### config.mk
export PLATFORM = sky130hd
export DESIGN_NAME = qr_data_module_placer_unit_flat
export DESIGN_NICKNAME = d
export VERILOG_FILES = /design/src/qrp_pkg.sv /design/src/qrp_stream_if.sv /design/src/qrp_datapath.sv /design/src/qrp_control.sv /design/src/qr_data_module_placer_unit.sv /design/src/flat_wrapper.sv
export SDC_FILE = /design/constraint.sdc
export NUM_CORES = 1
export LEC_CHECK = 0
export BUFFER_PORTS_ARGS = -buffer_cell sky130_fd_sc_hd__buf_4
export CORE_MARGIN = 8
export CORE_UTILIZATION = 44
export CTS_BUF_LIST = sky130_fd_sc_hd__clkbuf_4 sky130_fd_sc_hd__clkbuf_8 sky130_fd_sc_hd__clkbuf_16
export CTS_CLUSTER_SIZE = 16
export DETAILED_ROUTE_END_ITERATION = 10
export PLACE_DENSITY = 0.68
export REMOVE_ABC_BUFFERS = 1
export SLEW_MARGIN = 20
export SYNTH_ARGS = -nofsm -noshare
export SYNTH_HDL_FRONTEND = slang
export SYNTH_SLANG_ARGS = --single-unit
### constraint.sdc
create_clock -name clk -period 7.3 [get_ports clk]
set_clock_uncertainty 0.1 [all_clocks]
set_input_delay 0.365 -clock clk [delete_from_list [all_inputs] [get_ports clk]]
set_output_delay 0.365 -clock clk [all_outputs]
set_load 0.05 [all_outputs]
### src/qrp_pkg.sv
`default_nettype none
package qrp_pkg;
    localparam int MAX_SIDE    = 177;
    localparam int MAX_ALIGN   = 7;
    localparam int MAX_VERSION = (MAX_SIDE - 17) / 4;

    // controller states
    typedef enum logic [4:0] {
        ST_IDLE  = 5'b00001,
        ST_SEEK  = 5'b00010,
        ST_EMIT  = 5'b00100,
        ST_SEEK2 = 5'b01000,
        ST_OUT   = 5'b10000
    } state_t;

    // register indexes
    localparam logic [1:0] REG_VERSION = 2'd0;
    localparam logic [1:0] REG_ACOUNT  = 2'd1;
    localparam logic [1:0] REG_ACOORDS = 2'd2;

    typedef struct packed {
        logic restart;   // reset the walk
        logic step;      // advance the cursor one candidate
        logic capture;   // latch the cursor position and bit
        logic clr_res;   // clear the result register to an overflow result
        logic set_last;  // latch is_last from the full flag
    } cmd_t;

    typedef struct packed {
        logic free;
        logic full;
    } sts_t;

    typedef struct packed {
        logic [7:0] row_pos;
        logic [7:0] col_pos;
        logic       module_dark;
        logic       is_last;
        logic       overflow;
    } result_t;
endpackage
`default_nettype wire

### src/qrp_stream_if.sv
`default_nettype none
interface qrp_in_if;
    logic valid;
    logic ready;
    logic data_bit;
    logic first;
    modport source (output valid, output data_bit, output first, input ready);
    modport sink (input valid, input data_bit, input first, output ready);
endinterface

interface qrp_out_if;
    logic       valid;
    logic       ready;
    logic [7:0] row_pos;
    logic [7:0] col_pos;
    logic       module_dark;
    logic       is_last;
    logic       overflow;
    modport source (output valid, output row_pos, output col_pos, output module_dark,
                    output is_last, output overflow, input ready);
    modport sink (input valid, input row_pos, input col_pos, input module_dark,
                  input is_last, input overflow, output ready);
endinterface
`default_nettype wire

### src/qrp_datapath.sv
`default_nettype none
module qrp_datapath (
    input  wire logic             clk,
    input  wire logic             rst_n,
    input  wire logic             cfg_we,
    input  wire logic [1:0]       cfg_index,
    input  wire logic [55:0]      cfg_data,
    input  wire qrp_pkg::cmd_t    cmd,
    input  wire logic             bit_in,
    output qrp_pkg::sts_t         sts,
    output qrp_pkg::result_t      res
);
    import qrp_pkg::*;

    logic [5:0]  version_reg;
    logic [2:0]  acount_reg;
    logic [55:0] acoords_reg;
    logic [6:0]  strip_reg;
    logic [7:0]  row_reg;
    logic        left_reg;
    logic        up_reg;
    logic        full_reg;
    result_t     res_reg;

    logic [5:0] ver;
    logic [7:0] side;
    logic [7:0] right_col;
    logic [7:0] col;
    logic       func;
    logic       occupied;
    logic [7:0] sm8;
    logic [7:0] sm11;
    logic [7:0] sm9;

    // configuration registers
    always_ff @(posedge clk or negedge rst_n) begin
        if (!rst_n) begin
            version_reg <= 6'd1;
            acount_reg  <= 3'd0;
            acoords_reg <= '0;
        end else if (cfg_we) begin
            if (cfg_index == REG_VERSION) version_reg <= cfg_data[5:0];
            if (cfg_index == REG_ACOUNT)  acount_reg  <= cfg_data[2:0];
            if (cfg_index == REG_ACOORDS) acoords_reg <= cfg_data;
        end
    end

    // effective version and side
    always_comb begin
        ver = version_reg;
        if (ver == 6'd0) ver = 6'd1;
        if (ver > 6'(MAX_VERSION)) ver = 6'(MAX_VERSION);
        side = {ver, 2'b00} + 8'd17;
        sm8  = side - 8'd8;
        sm9  = side - 8'd9;
        sm11 = side - 8'd11;
        right_col = {strip_reg, 1'b1} + ((strip_reg > 7'd2) ? 8'd1 : 8'd0);
        col = right_col - {7'd0, left_reg};
    end

    // function-module test at the cursor
    always_comb begin
        logic [7:0] x;
        logic [7:0] y;
        logic [2:0] nm1;
        occupied = 1'b0;
        nm1 = acount_reg - 3'd1;
        if (row_reg <= 8'd7 && col <= 8'd7) occupied = 1'b1;
        if (row_reg <= 8'd7 && col >= sm8) occupied = 1'b1;
        if (row_reg >= sm8 && col <= 8'd7) occupied = 1'b1;
        if (row_reg == 8'd6 || col == 8'd6) occupied = 1'b1;
        if (col == 8'd8 && (row_reg <= 8'd8 || row_reg >= sm8)) occupied = 1'b1;
        if (row_reg == 8'd8 && (col <= 8'd8 || col >= sm8)) occupied = 1'b1;
        if (ver >= 6'd7) begin
            if (row_reg >= sm11 && row_reg <= sm9 && col <= 8'd5) occupied = 1'b1;
            if (col >= sm11 && col <= sm9 && row_reg <= 8'd5) occupied = 1'b1;
        end
        for (int i = 0; i < MAX_ALIGN; i++) begin
            for (int j = 0; j < MAX_ALIGN; j++) begin
                x = acoords_reg[8*i +: 8];
                y = acoords_reg[8*j +: 8];
                if (3'(i) < acount_reg && 3'(j) < acount_reg
                    && !((i == 0 && j == 0) || (i == 0 && 3'(j) == nm1)
                         || (3'(i) == nm1 && j == 0))
                    && ({1'b0, col} + 9'd2 >= {1'b0, x})
                    && ({1'b0, col} <= {1'b0, x} + 9'd2)
                    && ({1'b0, row_reg} + 9'd2 >= {1'b0, y})
                    && ({1'b0, row_reg} <= {1'b0, y} + 9'd2))
                    occupied = 1'b1;
            end
        end
        func = occupied || row_reg >= side || col >= side;
    end

    assign sts.free = !func;
    assign sts.full = full_reg;

    // cursor walk
    always_ff @(posedge clk or negedge rst_n) begin
        if (!rst_n) begin
            strip_reg <= 7'd9;
            row_reg   <= 8'd20;
            left_reg  <= 1'b0;
            up_reg    <= 1'b1;
            full_reg  <= 1'b0;
        end else if (cmd.restart) begin
            strip_reg <= {ver, 1'b0} + 7'd7;
            row_reg   <= side - 8'd1;
            left_reg  <= 1'b0;
            up_reg    <= 1'b1;
            full_reg  <= 1'b0;
        end else if (cmd.step) begin
            if (!left_reg) begin
                left_reg <= 1'b1;
            end else begin
                left_reg <= 1'b0;
                if (up_reg && row_reg != 8'd0) begin
                    row_reg <= row_reg - 8'd1;
                end else if (!up_reg && row_reg + 8'd1 < side) begin
                    row_reg <= row_reg + 8'd1;
                end else if (strip_reg == 7'd0) begin
                    full_reg <= 1'b1;
                end else begin
                    strip_reg <= strip_reg - 7'd1;
                    up_reg    <= ~strip_reg[0];
                    row_reg   <= strip_reg[0] ? 8'd0 : side - 8'd1;
                end
            end
        end
    end

    // result register
    always_ff @(posedge clk) begin
        if (cmd.clr_res) begin
            res_reg <= '{row_pos: 8'd0, col_pos: 8'd0, module_dark: 1'b0,
                         is_last: 1'b0, overflow: 1'b1};
        end else if (cmd.capture) begin
            res_reg <= '{row_pos: row_reg, col_pos: col, module_dark: bit_in,
                         is_last: 1'b0, overflow: 1'b0};
        end else if (cmd.set_last) begin
            res_reg.is_last <= full_reg;
        end
    end

    assign res = res_reg;
endmodule
`default_nettype wire

### src/qrp_control.sv
`default_nettype none
module qrp_control (
    input  wire logic          clk,
    input  wire logic          rst_n,
    input  wire logic          in_valid,
    input  wire logic          in_first,
    output logic               in_ready,
    output logic               out_valid,
    input  wire logic          out_ready,
    input  wire qrp_pkg::sts_t sts,
    output qrp_pkg::cmd_t      cmd,
    output logic               first_seen
);
    import qrp_pkg::*;

    state_t state_reg;
    state_t state_next;
    logic   first_reg;

    assign in_ready   = (state_reg == ST_IDLE);
    assign out_valid  = (state_reg == ST_OUT);
    assign first_seen = first_reg;

    always_ff @(posedge clk or negedge rst_n) begin
        if (!rst_n) begin
            state_reg <= ST_IDLE;
            first_reg <= 1'b0;
        end else begin
            state_reg <= state_next;
            if (in_ready && in_valid) first_reg <= in_first;
        end
    end

    // sequencing: restart, seek, capture, advance, seek, emit; a full symbol emits overflow
    always_comb begin
        state_next = state_reg;
        cmd = '0;
        unique case (state_reg)
            ST_IDLE: begin
                if (in_valid) begin
                    cmd.restart = in_first;
                    state_next = ST_SEEK;
                end
            end
            ST_SEEK: begin
                if (sts.full) begin
                    cmd.clr_res = 1'b1;
                    state_next = ST_OUT;
                end else if (sts.free) begin
                    cmd.capture = 1'b1;
                    state_next = ST_EMIT;
                end else begin
                    cmd.step = 1'b1;
                end
            end
            ST_EMIT: begin
                cmd.step = 1'b1;
                state_next = ST_SEEK2;
            end
            ST_SEEK2: begin
                if (sts.full || sts.free) begin
                    cmd.set_last = 1'b1;
                    state_next = ST_OUT;
                end else begin
                    cmd.step = 1'b1;
                end
            end
            ST_OUT: begin
                if (out_ready) state_next = ST_IDLE;
            end
            default: state_next = ST_IDLE;
        endcase
    end
endmodule
`default_nettype wire

### src/qr_data_module_placer_unit.sv
`default_nettype none
// QR data-module placer. Each input beat carries one codeword bit; one result
// beat returns its row and column in the QR zigzag, its colour, an is_last flag
// on the final free module and an overflow flag once the symbol is full.
// A placed bit passes through accept, seek, capture, advance, a second seek and
// the result. The cursor steps one candidate per cycle through a single
// function-module test, so each function module that it skips before or after
// the bit lengthens a seek. A bit dropped as overflow goes from the seek
// straight to the result. A stalled result holds off the next input.
// Configure only while idle.
module qr_data_module_placer_unit (
    input  wire logic        clk,
    input  wire logic        rst_n,
    input  wire logic        cfg_we,
    input  wire logic [1:0]  cfg_index,
    input  wire logic [55:0] cfg_data,
    qrp_in_if.sink           in_ch,
    qrp_out_if.source        out_ch
);
    import qrp_pkg::*;

    cmd_t    cmd;
    sts_t    sts;
    result_t res;
    logic    first_seen;

    qrp_control u_ctrl (
        .clk, .rst_n,
        .in_valid  (in_ch.valid),
        .in_first  (in_ch.first),
        .in_ready  (in_ch.ready),
        .out_valid (out_ch.valid),
        .out_ready (out_ch.ready),
        .sts, .cmd, .first_seen
    );

    logic bit_reg;
    always_ff @(posedge clk) begin
        if (in_ch.valid && in_ch.ready) bit_reg <= in_ch.data_bit;
    end

    qrp_datapath u_dp (
        .clk, .rst_n, .cfg_we, .cfg_index, .cfg_data,
        .cmd, .bit_in(bit_reg), .sts, .res
    );

    assign out_ch.row_pos     = res.row_pos;
    assign out_ch.col_pos     = res.col_pos;
    assign out_ch.module_dark = res.module_dark;
    assign out_ch.is_last     = res.is_last;
    assign out_ch.overflow    = res.overflow;

    // never accept while a result is pending
    a_no_overlap: assert property (@(posedge clk) disable iff (!rst_n)
        !(in_ch.ready && out_ch.valid)) else $error("ready during output");
    // overflow results carry no position
    a_ovf_zero: assert property (@(posedge clk) disable iff (!rst_n)
        (out_ch.valid && out_ch.overflow) |-> (out_ch.row_pos == 8'd0 && !out_ch.is_last))
        else $error("overflow with data");
    // only one command at a time
    a_cmd: assert property (@(posedge clk) disable iff (!rst_n)
        $onehot0({cmd.step, cmd.capture, cmd.clr_res, cmd.set_last}))
        else $error("command clash");
    // restart implies first seen
    a_first: assert property (@(posedge clk) disable iff (!rst_n)
        cmd.restart |=> first_seen) else $error("restart without first");
endmodule
`default_nettype wire

### src/flat_wrapper.sv
// flat-port wrapper written by rule: the top's interface ports become plain ports
module qr_data_module_placer_unit_flat import qrp_pkg::*;
  (clk, rst_n, cfg_we, cfg_index, cfg_data, in_ch_valid, in_ch_data_bit, in_ch_first, in_ch_ready, out_ch_valid, out_ch_row_pos, out_ch_col_pos, out_ch_module_dark, out_ch_is_last, out_ch_overflow, out_ch_ready);
  qrp_in_if in_ch_i ();
  qrp_out_if out_ch_i ();
  input  wire logic clk;
  input  wire logic rst_n;
  input  wire logic cfg_we;
  input  wire logic [1:0] cfg_index;
  input  wire logic [55:0] cfg_data;
  input wire logic [$bits(in_ch_i.valid)-1:0] in_ch_valid;
  input wire logic [$bits(in_ch_i.data_bit)-1:0] in_ch_data_bit;
  input wire logic [$bits(in_ch_i.first)-1:0] in_ch_first;
  output wire logic [$bits(in_ch_i.ready)-1:0] in_ch_ready;
  output wire logic [$bits(out_ch_i.valid)-1:0] out_ch_valid;
  output wire logic [$bits(out_ch_i.row_pos)-1:0] out_ch_row_pos;
  output wire logic [$bits(out_ch_i.col_pos)-1:0] out_ch_col_pos;
  output wire logic [$bits(out_ch_i.module_dark)-1:0] out_ch_module_dark;
  output wire logic [$bits(out_ch_i.is_last)-1:0] out_ch_is_last;
  output wire logic [$bits(out_ch_i.overflow)-1:0] out_ch_overflow;
  input wire logic [$bits(out_ch_i.ready)-1:0] out_ch_ready;
  assign in_ch_i.valid = in_ch_valid;
  assign in_ch_i.data_bit = in_ch_data_bit;
  assign in_ch_i.first = in_ch_first;
  assign in_ch_ready = in_ch_i.ready;
  assign out_ch_valid = out_ch_i.valid;
  assign out_ch_row_pos = out_ch_i.row_pos;
  assign out_ch_col_pos = out_ch_i.col_pos;
  assign out_ch_module_dark = out_ch_i.module_dark;
  assign out_ch_is_last = out_ch_i.is_last;
  assign out_ch_overflow = out_ch_i.overflow;
  assign out_ch_i.ready = out_ch_ready;
  qr_data_module_placer_unit u_core (.clk(clk), .rst_n(rst_n), .cfg_we(cfg_we), .cfg_index(cfg_index), .cfg_data(cfg_data), .in_ch(in_ch_i), .out_ch(out_ch_i));
endmodule
== Word-level counts from Yosys, hierarchy flattened ==
Cells that the tools add are included.

* Add/subtract/negate cells: 21
* Multiply operators: 0
* Div/mod/pow operators: 0
* $lt $le $gt $ge: 53
* Eq/ne operators: 25
* Shift-type cells: 0
* Muxes and demuxes: 105
* Bitwise gates (word level): 1
* Reductions and logical operators: 260

{| class="wikitable"
|+ Operators with widths
! operator !! number
|-
| $logic_and A1 B1 Y1 || 231
|-
| $ge A9 B8 Y1 || 14
|-
| $le A8 B9 Y1 || 14
|-
| $add A8 B2 Y9 const B || 9
|-
| $mux W1 || 81
|-
| $mux W8 || 7
|-
| $ge A8 B8 Y1 || 6
|-
| $mux W7 || 6
|-
| $le A8 B3 Y1 const B || 4
|-
| $mux W5 || 5
|-
| $pmux W5 S5 || 1
|-
| $sub A8 B4 Y8 const B || 3
|-
| $eq A8 B3 Y1 const B || 2
|-
| $eq A8 B4 Y1 const B || 2
|-
| $le A8 B4 Y1 const B || 2
|-
| $le A8 B8 Y1 || 2
|-
| $sub A8 B1 Y8 const B || 2
|-
| $mux W6 || 2
|-
| $reduce_and A5 Y1 || 2
|-
| $eq A3 B3 Y1 const A || 3
|-
| $lt A3 B3 Y1 const A || 3
|-
| $add A8 B1 Y8 || 1
|-
| $add A8 B1 Y8 const B || 1
|-
| $add A8 B5 Y8 const B || 1
|-
| other kinds (37) || 61
|}

* Register bits after elaboration: 108
* Bits in latches: 0
* RAM bits: 0
* Bits in read-only memories: 0
* Output and inout port bits: 21
* Word-level logic and storage cells: 480
* Memories kept: 0

== Logic depth before layout (Yosys ltp) ==
* Depth after elaboration: 72
* Depth in mapped cells: 28
* Gate-level depth less buffers: 26

== Hierarchy ==
Synthesis repeated with hierarchy kept, for this count alone.

* Cell total of the unflattened synthesis: 1,397
* Area total of the unflattened synthesis: 12,549.5 µm²

{| class="wikitable"
|+ By module, submodules not included
! module !! times used !! cells each !! area an instance (µm²)
|-
| qrp_datapath || 1 || 1,348 || 12,071.6
|-
| qrp_control || 1 || 47 || 441.7
|-
| qr_data_module_placer_unit || 1 || 2 || 36.3
|}

== Least setup slack after synthesis ==
OpenSTA, ideal clock, no wires.

* Path kind: reg-to-reg
* Start point: reg u_core.u_dp.strip_reg[3]
* End point: reg u_core.u_dp.row_reg[3]
* Setup time: 125 ps
* Arrival: 5,660 ps
* Data required time: 7,075 ps
* Path slack: 1,415 ps
* Stages on the path, launching flop included: 27
* Path buffers: 0
* Period minus slack after synthesis: 5,885 ps
* Path through: dfstp_2 -> inv_1 -> ha_1 -> and3_1 -> a32oi_1 -> ha_1 -> ha_1 -> inv_1 -> ha_1 -> o21bai_4 -> a21oi_4 -> xor2_2 -> nand3_1 -> xnor2_1 -> ha_1 -> and3_1 -> nand3_1 -> a21oi_1 -> a2111oi_0 -> a211oi_1 -> o21ai_0 -> o2111ai_1 -> nor4b_2 -> a21oi_2 -> nor2_4 -> o21a_4 -> mux2_4

* Cells in the longest elaborated chain, start to end: 71

{| class="wikitable"
|+ RTL lines
! element !! RTL line !! RTL
|-
| from (decl) || qrp_datapath.sv:18 || <nowiki>logic [6:0] strip_reg;</nowiki>
|-
| from (signal assigned) || qrp_datapath.sv:107 || <nowiki>strip_reg <= {ver, 1'b0} + 7'd7;</nowiki>
|-
| from (signal assigned) || qrp_datapath.sv:124 || <nowiki>strip_reg <= strip_reg - 7'd1;</nowiki>
|-
| $gt A7 B2 Y1 || qrp_datapath.sv:57 || <nowiki>right_col = {strip_reg, 1'b1} + ((strip_reg > 7'd2) ? 8'd1 : 8'd0);</nowiki>
|-
| $mux W1 || qrp_datapath.sv:57 ||
|-
| $add A8 B1 Y8 (*) || qrp_datapath.sv:57 ||
|-
| $sub A8 B1 Y8 (*) || qrp_datapath.sv:58 || <nowiki>col = right_col - {7'd0, left_reg};</nowiki>
|-
| net u_core.u_dp.col[5] || qrp_datapath.sv:28 || <nowiki>logic [7:0] col;</nowiki>
|-
| $le A8 B3 Y1 || qrp_datapath.sv:68, qrp_datapath.sv:70 ||
|-
| $logic_and A1 B1 Y1 || qrp_datapath.sv:68 || <nowiki>if (row_reg <= 8'd7 && col <= 8'd7) occupied = 1'b1;</nowiki>
|-
| $mux W1 || qrp_datapath.sv:68 ||
|-
| [56 not listed] || - ||
|-
| $logic_or A1 B1 Y1 || qrp_datapath.sv:92 || <nowiki>func = occupied || row_reg >= side || col >= side;</nowiki>
|-
| $logic_or A1 B1 Y1 (*) || qrp_datapath.sv:92 ||
|-
| $logic_not A1 Y1 || qrp_datapath.sv:95 || <nowiki>assign sts.free = !func;</nowiki>
|-
| $logic_or A1 B1 Y1 || qrp_control.sv:61 || <nowiki>if (sts.full || sts.free) begin</nowiki>
|-
| $mux W1 || qrp_control.sv:61 ||
|-
| $pmux W1 S3 (*) || qrp_control.sv:38 || <nowiki>unique case (state_reg)</nowiki>
|-
| $reduce_bool A2 Y1 (no line) (*) || - ||
|-
| $reduce_and A3 Y1 (no line) (*) || - ||
|-
| to (signal assigned) || qrp_datapath.sv:118 || <nowiki>row_reg <= row_reg - 8'd1;</nowiki>
|-
| to (signal assigned) || qrp_datapath.sv:120 || <nowiki>row_reg <= row_reg + 8'd1;</nowiki>
|-
| to (signal assigned) || qrp_datapath.sv:126 || <nowiki>row_reg <= strip_reg[0] ? 8'd0 : side - 8'd1;</nowiki>
|-
| to (decl) || qrp_datapath.sv:19 || <nowiki>logic [7:0] row_reg;</nowiki>
|}

The timed path passes the listed nets; every way through them passes the cells marked *.
A chain may end at the register's enable or synchronous reset.

== Final worst setup path ==
* Start point: reg u_core.u_dp.strip_reg[3]
* End point: reg u_core.u_dp.res_reg, in the netlist u_core.u_dp.res[3]

* Cells in the longest elaborated chain, start to end: 68

{| class="wikitable"
|+ RTL lines
! element !! RTL line !! RTL
|-
| $gt A7 B2 Y1 (*) || qrp_datapath.sv:57 ||
|-
| $mux W1 (*) || qrp_datapath.sv:57 ||
|-
| $add A8 B1 Y8 (*) || qrp_datapath.sv:57 ||
|-
| $sub A8 B1 Y8 (*) || qrp_datapath.sv:58 ||
|-
| net u_core.u_dp.col[2] || qrp_datapath.sv:28 ||
|-
| $le A8 B3 Y1 || qrp_datapath.sv:68, qrp_datapath.sv:70 ||
|-
| $logic_and A1 B1 Y1 || qrp_datapath.sv:68 ||
|-
| $mux W1 || qrp_datapath.sv:68 ||
|-
| [6 not listed] || - ||
|-
| $mux W1 || qrp_datapath.sv:76 || <nowiki>if (col >= sm11 && col <= sm9 && row_reg <= 8'd5) occupied = 1'b1;</nowiki>
|-
| $mux W1 || qrp_datapath.sv:74 || <nowiki>if (ver >= 6'd7) begin</nowiki>
|-
| $mux W1 (48 in series) || qrp_datapath.sv:82 || <nowiki>if (3'(i) < acount_reg && 3'(j) < acount_reg</nowiki>
|-
| $logic_or A1 B1 Y1 || qrp_datapath.sv:92 ||
|-
| $logic_or A1 B1 Y1 (*) || qrp_datapath.sv:92 ||
|-
| $mux W1 (*) || qrp_control.sv:49 || <nowiki>end else if (sts.free) begin</nowiki>
|-
| $mux W2 (*) || qrp_control.sv:46 || <nowiki>if (sts.full) begin</nowiki>
|-
| $mux W2 (*) || qrp_control.sv:38 ||
|-
| to (signal assigned) || qrp_datapath.sv:135 || <nowiki>res_reg <= '{row_pos: 8'd0, col_pos: 8'd0, module_dark: 1'b0,</nowiki>
|-
| to (signal assigned) || qrp_datapath.sv:138 || <nowiki>res_reg <= '{row_pos: row_reg, col_pos: col, module_dark: bit_in,</nowiki>
|-
| to (decl) || qrp_datapath.sv:23 || <nowiki>result_t res_reg;</nowiki>
|}

Marked as above.

==> metrics <==
row count 62; status finished, final reports clean; grt total ovfl 0; WP data arrival 6800 ps; synthesized flop and latch total 107; complex-gate fraction of the synthesized area 18.3%; Hold Crit Class in -> reg; routed wire length 37700 um; first-pass GRT wire length 60400 um; drt drc 0; die height 187 um; CTS Buffer Depth 2; Pre-antenna DRT Iters 5; Post-Synth Adder-Cell Area 29.1%; placed cell area 13900 um^2; post-layout utilization of the core 49.7%; syn avg cell area 9.33 um^2; clk slew on worst S/H paths 90 ps; XOR/XNOR share of the synthesized area 4.98%; DRT iter0 DRCs 905; Slew HR 27.3%; fin crit share 91.2%; crit path from u_core.u_dp.strip_reg[3]; Most used DFF post-synth dfrtp_1; Crit path required time 7440 ps; initial antenna violation count 0; largest area contributor in the netlist ha_1; synth warn 0; Netlist Area Pre-Place 12800 um^2; number of synthesized flops with an enable pin 1; mux share of post-synthesis cell area 7.94%; final instance area 14300 um^2; Sequential Area 2590 um^2; main combinational cell family by area after synthesis adder cells; MaxCap Viol Count 0; area share of and/or/nand/nor cells after synthesis 15.4%; CP endpoint kind flop; Setup CP Type reg -> reg; Area contributors post-synth ha_1, dfrtp_1, mux2_2; core area 28700 um^2; Hold Slack 47.0 ps; PortBufs 85; multi-input logic area 9700 um^2; worst skew pair latency 390 ps; share of layout cells above drive strength 1 16.5%; CTS tree done; launch point of the worst reg-to-reg path u_core.u_dp.strip_reg[3]; max FFs per register 56; post-synthesis sequential area ratio 20.3%; Area growth syn-to-layout 11.5%; count leader, synth ha_1; routed vias/inst 6.02; clock sink total 107; Slew Viols, Final 0; RSZ-0062 raised after global routing false; TritonCTS buffer count 9; largest net degree at the start of global routing 57; final antenna-violating net count 0; Syn Inst Count 1373; Final nets 1829; most frequent cells after synthesis ha_1, inv_1, dfrtp_1; Fmax 0.150 GHz; clock period minus worst slack 6660 ps; Worst Min Path Start in_ch_data_bit; via count 11178; post-synth top area share 28.8%; gr usage total 21.4%; # diodes 0; CTS resizes 0; CTS H-Tree Depth 3; # setup viols final 0; vias in the first global route 11152; setup_tns 0 ps; Starting Density 44.6%; GPL Wtd Cong 0.948; # IOs 86; asr flop ratio synth 81.3%; CTS root buffer clkbuf_16; Filler Cells Inserted 2718; Die ar. 34800 um^2; Worst-Margin Slew 1090 ps; Unique masters post-synth 104; Hold Fails Final Rpt 0; drt wl/cell 20.3 um; maximum fanout along the worst path 17; DP HPWL 28500 um; nature of the critical path startpoint flop; Die W 187 um
[stage by stage]
step                std cells  setup WS, ps
floorplan                1347          1410
global placement         1841           874
detailed placement       1841           681
CTS                      1858           634
global route             1858           153
finish                   1858           643
[cells by family after synthesis]
kind of cell / after synthesis
AO/OA/AOI/OAI: 326
XOR/XNOR: 72
adder cells (fa/ha/maj): 298
buffers and inverters: 117
flip-flops: 107
multiplexers: 91
AND/OR/NAND/NOR: 362
[path summary, 6_finish.rpt]
kind | endpoint | slack (ps) | cells past startpoint
max | u_core.u_dp.res[3] | 640 | 26
max in group asynchronous | u_core.u_dp.strip_reg[6] | 5670 | 3
max reg2reg | u_core.u_dp.res[3] | 640 | 26
min | u_core.bit_reg | 50 | 1
min reg2reg | u_core.u_dp.res[0] | 380 | 1
min in group asynchronous | u_core.u_dp.acoords_reg[9] | 400 | 2
[critical path: stages, from the launching register on]
cell and delay, ps:
dfstp_2 580, inv_1 110, ha_1 200, and3_1 200, a32oi_1 150, ha_1 180, ha_1 170, inv_1 60
ha_1 330, inv_1 100, ha_1 170, and3_1 190, nand3_1 100, xnor2_1 680, ha_1 380, and3_1 200
nand3_1 80, a21oi_1 50, a2111oi_0 640, a211oi_1 160, o21ai_0 170, o2111ai_1 150, nor4b_2 420, and2_1 450
nand2_8 210, mux2i_1 210, nor2_1 60
[final cells by class]
class | instances | area share (%)
multi-input cells | 1149 | 68.0
clock buffers | 9 | 1.58
inverters | 91 | 2.39
well taps | 384 | 3.37
clock inverters | 7 | 0.666
repair buffers | 111 | 5.86
flip-flops and latches | 107 | 18.2
[routing by layer]
layer,global-route usage [%],up-vias,share of wire [%],routed length (um)
met2,34.2,411,44,16700
met1,28.1,5337,45,17100
met5,0,-,0,0
li1,-,5346,-,-
met3,3.32,84,6.5,2460
met4,9.74,0,3.9,1460
[cells in the final DEF (no fill, tap or decap), drive strengths merged, types with 10 or more instances in the layout]
master | netlist | routed
nand2b | 29 | 29
a211oi | 21 | 21
inv | 91 | 95
mux2 | 70 | 70
o21ai | 51 | 51
a21o | 34 | 34
ha | 295 | 295
a21oi | 75 | 75
nand3 | 58 | 58
xor2 | 16 | 16
dfrtp | 81 | 81
dfxtp | 19 | 19
nand2 | 53 | 53
nand4 | 35 | 35
or3 | 12 | 12
o22ai | 11 | 11
mux2i | 21 | 21
nor2 | 70 | 70
buf | 10 | 110
and3 | 21 | 21
o31ai | 10 | 10
nor3 | 20 | 20
xnor2 | 56 | 56
o21a | 20 | 20
o211ai | 21 | 21
nor2b | 19 | 19
[timing repair]
item,CTS,global route
setup buffers,0,0
hold endpoints to repair,39,0
hold buffers,1,0
Power is not shown: default switching activity piles up to over one toggle a cycle in this logic, so the estimate is an artifact.
